===== config.mk =====
export PLATFORM = sky130hd
export DESIGN_NAME = vclt_ram
export DESIGN_NICKNAME = d
export VERILOG_FILES = /design/src/rtl/core/vclt_ram.sv
export SDC_FILE = /design/constraint.sdc
export NUM_CORES = 2
export LEC_CHECK = 0
export BUFFER_PORTS_ARGS = -buffer_cell sky130_fd_sc_hd__buf_2
export CORE_ASPECT_RATIO = 0.75
export CORE_MARGIN = 1
export CORE_UTILIZATION = 40
export DETAILED_ROUTE_END_ITERATION = 12
export PLACE_DENSITY = 0.66
export SYNTH_ARGS = -nofsm -noshare
export SYNTH_HDL_FRONTEND = slang
export SYNTH_SLANG_ARGS = --single-unit
export TNS_END_PERCENT = 100

===== constraint.sdc =====
create_clock -name clk_i -period 4.9 [get_ports clk_i]
set_input_delay 0 -clock clk_i [delete_from_list [all_inputs] [get_ports clk_i]]
set_output_delay 0 -clock clk_i [all_outputs]
set_load 0.005 [all_outputs]

===== src/rtl/core/vclt_ram.sv =====
// ----------------------------------------------------------------------------
// vclt_ram
// Generic single-write, single-read RAM with registered read data.
// ----------------------------------------------------------------------------
module vclt_ram #(
  parameter int unsigned WIDTH = 32,
  parameter int unsigned DEPTH = 64
) (
  input  logic                     clk_i,
  input  logic                     we_i,
  input  logic [$clog2(DEPTH)-1:0] waddr_i,
  input  logic [WIDTH-1:0]         wdata_i,
  input  logic [$clog2(DEPTH)-1:0] raddr_i,
  output logic [WIDTH-1:0]         rdata_o
);

  logic [WIDTH-1:0] mem_q [DEPTH];
  logic [WIDTH-1:0] rdata_q;

  // Write port
  always_ff @(posedge clk_i) begin
    if (we_i) begin
      mem_q[waddr_i] <= wdata_i;
    end
  end

  // Registered read port
  always_ff @(posedge clk_i) begin
    rdata_q <= mem_q[raddr_i];
  end

  assign rdata_o = rdata_q;

endmodule

==> flow_summary.toml <==
[run_status]
outcome = "complete, no violations"

[job]
drv_cap = 0

[power]
pwr-share-clk_pct = 40.2
power_density_nw_per_um2 = 404
switchingPower_w = 0.00768
combPwrFrac_pct = 4.9
switching_share_pct = 21.3
vdd_drop_max_v = 0.000312
internal-power_w = 0.0284
power_leakage_nw = 27.5
pwr-share-seq_pct = 54.9

[clocking]
clk_pin_slew_ns = 0.07
cts_hold_buf = 38
cts_max_path_buffers = 3
cts_tree = "done"
cts_resized = 0
post-cts-setup-buffer-count = 0
clkLatencyLatePin_ns = 0.84
numCtsBuffers = 186
cts-root-buf = "clkbuf_16"
h-tree-depth = 4
numClockSinks = 2080

[finish]
final-seq-area_um2 = 62100
fin_nets = 3615
nFillCells = 15800
layout-drive-gt1-share_pct = 28.9
area_growth_pct = 13.7
multiInputGateArea_um2 = 16000

[synthesis]
yosys_warnings = 0
ys_ff_latch = 2080
synth_compound_area_share_pct = 1.67
syn_area_per_cell_um2 = 23.6
synth_seq_area_share_pct = 79.1
synth_xor_area_share_pct = 0
synth_cells = 3324
synth_cell_types = 34
synth_area_um2 = 78500
synth_fa_ha_area_share_pct = 0
synth-simple-area-share_pct = 1.27
synthMuxAreaShare_pct = 16.8
syn_nets = 3370
synth_top_family_by_area = "multiplexers"

[timing]
rsz0062_at_grt = "false"
tns_ns = 0
fin_skew_ns = 0.0291
period_needed_ns = 2.72
finalSetupViolations = 0
maxSlewViolCount = 0
finalHoldViolations = 0
relSlewSlack_pct = 10.5
setup_ws_ns = 2.18
whs_ns = 0.0427
tightest_slew_ns = 1.34
period_share_pct = 55.5
fmax_ghz = 0.368

[floorplanning]
initial_core_util_pct = 40.3
ioPinCount = 78
fp.dieH_um = 386
core-area_um2 = 195000
die_w_um = 514
num_rows = 140
dieArea_um2 = 198000

[routing]
ant_nets = 0
drc_errors = 0
dr_wl_met3_mm = 20.9
firstDrtPassIters = 5
routed_wl_mm = 196
wl_per_cell_um = 30.8
routed-wl-met2_mm = 90.5
m1WireLength_mm = 80.6
dr_total_vias = 36900
drtIter0Drc = 5328
highest_layer = "met5"
via_per_inst = 5.80

[placed_design]
place_congestion = 0.786
portBuffers = 77
dpl.hpwl_mm = 111
pre_cts_ws_ns = 1.54

[critical_path]
worst_ep_arrival_time_ns = 3.41
worstSetupStartpoint = "raddr_i[3]"
cp.required_ns = 5.58
cp-start-kind = "input pin"
crit_type = "input pin to flop"
regToRegStartpoint = "mem_q[15][1]"
end_kind = "flop"
critical_path.max_fanout = 40

[grt]
grt_max_degree = 97
gr-total-overflow = 0
grt_pass1_vias = 36800
grtUsageTotal_pct = 19.9
antenna_found_initial = 14
grt_first_pass_wirelength_mm = 278

[worst_hold_path]
hold_class = "input pin to flop"
holdCritStartpoint = "wdata_i[3]"
## worst max-delay path, stage by stage
cell,delay [ns]
dlygate4sd3_1,0.53
buf_4,0.35
buf_4,0.71
nor2b_1,0.73
a21oi_1,0.36
a21oi_1,0.58
nor2_1,0.07
## state kept, by name, summed over array words and instances (netlist names)
register  flops
mem_q      2048
rdata_o      32
## cells in the final DEF, fill, tap and decap left out, drive strengths merged, types with 6 or more instances in the layout
cell type,instances
dlygate4sd3,38
diode,6
a311oi,8
bufinv,14
o221ai,27
edfxtp,2048
nor3,7
a21oi,62
a22oi,12
o22ai,84
buf,201
inv,11
nand2b,8
clkbuf,241
nor2b,15
clkinv,74
dfxtp,32
nor2,137
mux4,544
nand2,26
mux2i,93
## path summary, 6_finish.rpt
check            endpoint  slack (ns)  cells after the start
min reg2reg    rdata_o[4]        0.75                      4
min          mem_q[32][3]        0.04                      1
max reg2reg    rdata_o[1]        2.43                      4
max            rdata_o[0]        2.18                      7
## metal layers
metal	GRT usage (%)	vias up
li1	-	14800
met1	28.7	19900
met2	30.3	1990
met3	4.76	238
met4	5.14	4
met5	0	-
## cells in the mapped netlist
master       n  area share, %
o221ai_1    27           0.30
and3_1       4          0.032
buf_6        5          0.072
mux2i_1     93            1.2
nor2_1     137           0.65
a22oi_1     12           0.11
buf_1       21           0.10
or2_0        1         0.0080
o22ai_1     84           0.67
nand4_1      2          0.016
nand3_1      5          0.032
or2_1        1         0.0080
dfxtp_1     32           0.82
nor3_1       7          0.045
a31oi_1      1         0.0080
a21oi_1     62           0.40
nand3b_1     5          0.048
mux4_2     544             16
edfxtp_1  2048             78
or3b_2       3          0.033
or3b_1       2          0.022
nand2_1     26           0.12
nand4b_1     1          0.011
nand2b_1     8          0.064
o32ai_1      4          0.045
and2_1       2          0.016
buf_2       57           0.36
buf_4       25           0.24
or2_2        1         0.0080
a311oi_1     8          0.089
nor2b_1     15           0.12
clkbuf_1    74           0.35
or3_1        3          0.024
a41o_1       4          0.051
## final cells by class
type	count	share of cell area, %
clock inverter	103	1.09
antenna	6	0.0168
timing repair buffer	239	2.08
multi-input combinational	1062	17.9
tap	2627	3.68
sequential	2080	69.6
clock buffer	241	5.64
## power groups by stage
| stage | clock network [W] | logic, W | registers (W) |
|---|---|---|---|
| floorplan | 0 | 0.000958 | 0.0201 |
| global placement | 0 | 0.00174 | 0.0202 |
| detailed placement | 0 | 0.00176 | 0.0202 |
| CTS | 0.0147 | 0.00179 | 0.0198 |
| global route | 0.0154 | 0.00189 | 0.0198 |
| finish | 0.0145 | 0.00178 | 0.0198 |
## per-stage QoR
| step | util, % | cell area, um^2 | power [W] | std cells |
|---|---|---|---|---|
| finish | 45.9 | 89300 | 0.0361 | 6358 |
| global route | 45.9 | 89300 | 0.0370 | 6355 |
| CTS | 45.9 | 89300 | 0.0363 | 6352 |
| detailed placement | 42.6 | 82900 | 0.0219 | 5970 |
| global placement | 42.6 | 82900 | 0.0219 | 5970 |
| floorplan | - | 78500 | 0.0211 | 3324 |
## kinds of logic after synthesis
group	after synthesis
DFF	2080
AOI/OAI and AO/OA	202
and+or+nand+nor	223
muxes	637
buffers and inverters	182
No activity file was read; power rests on OpenSTA's default activity.
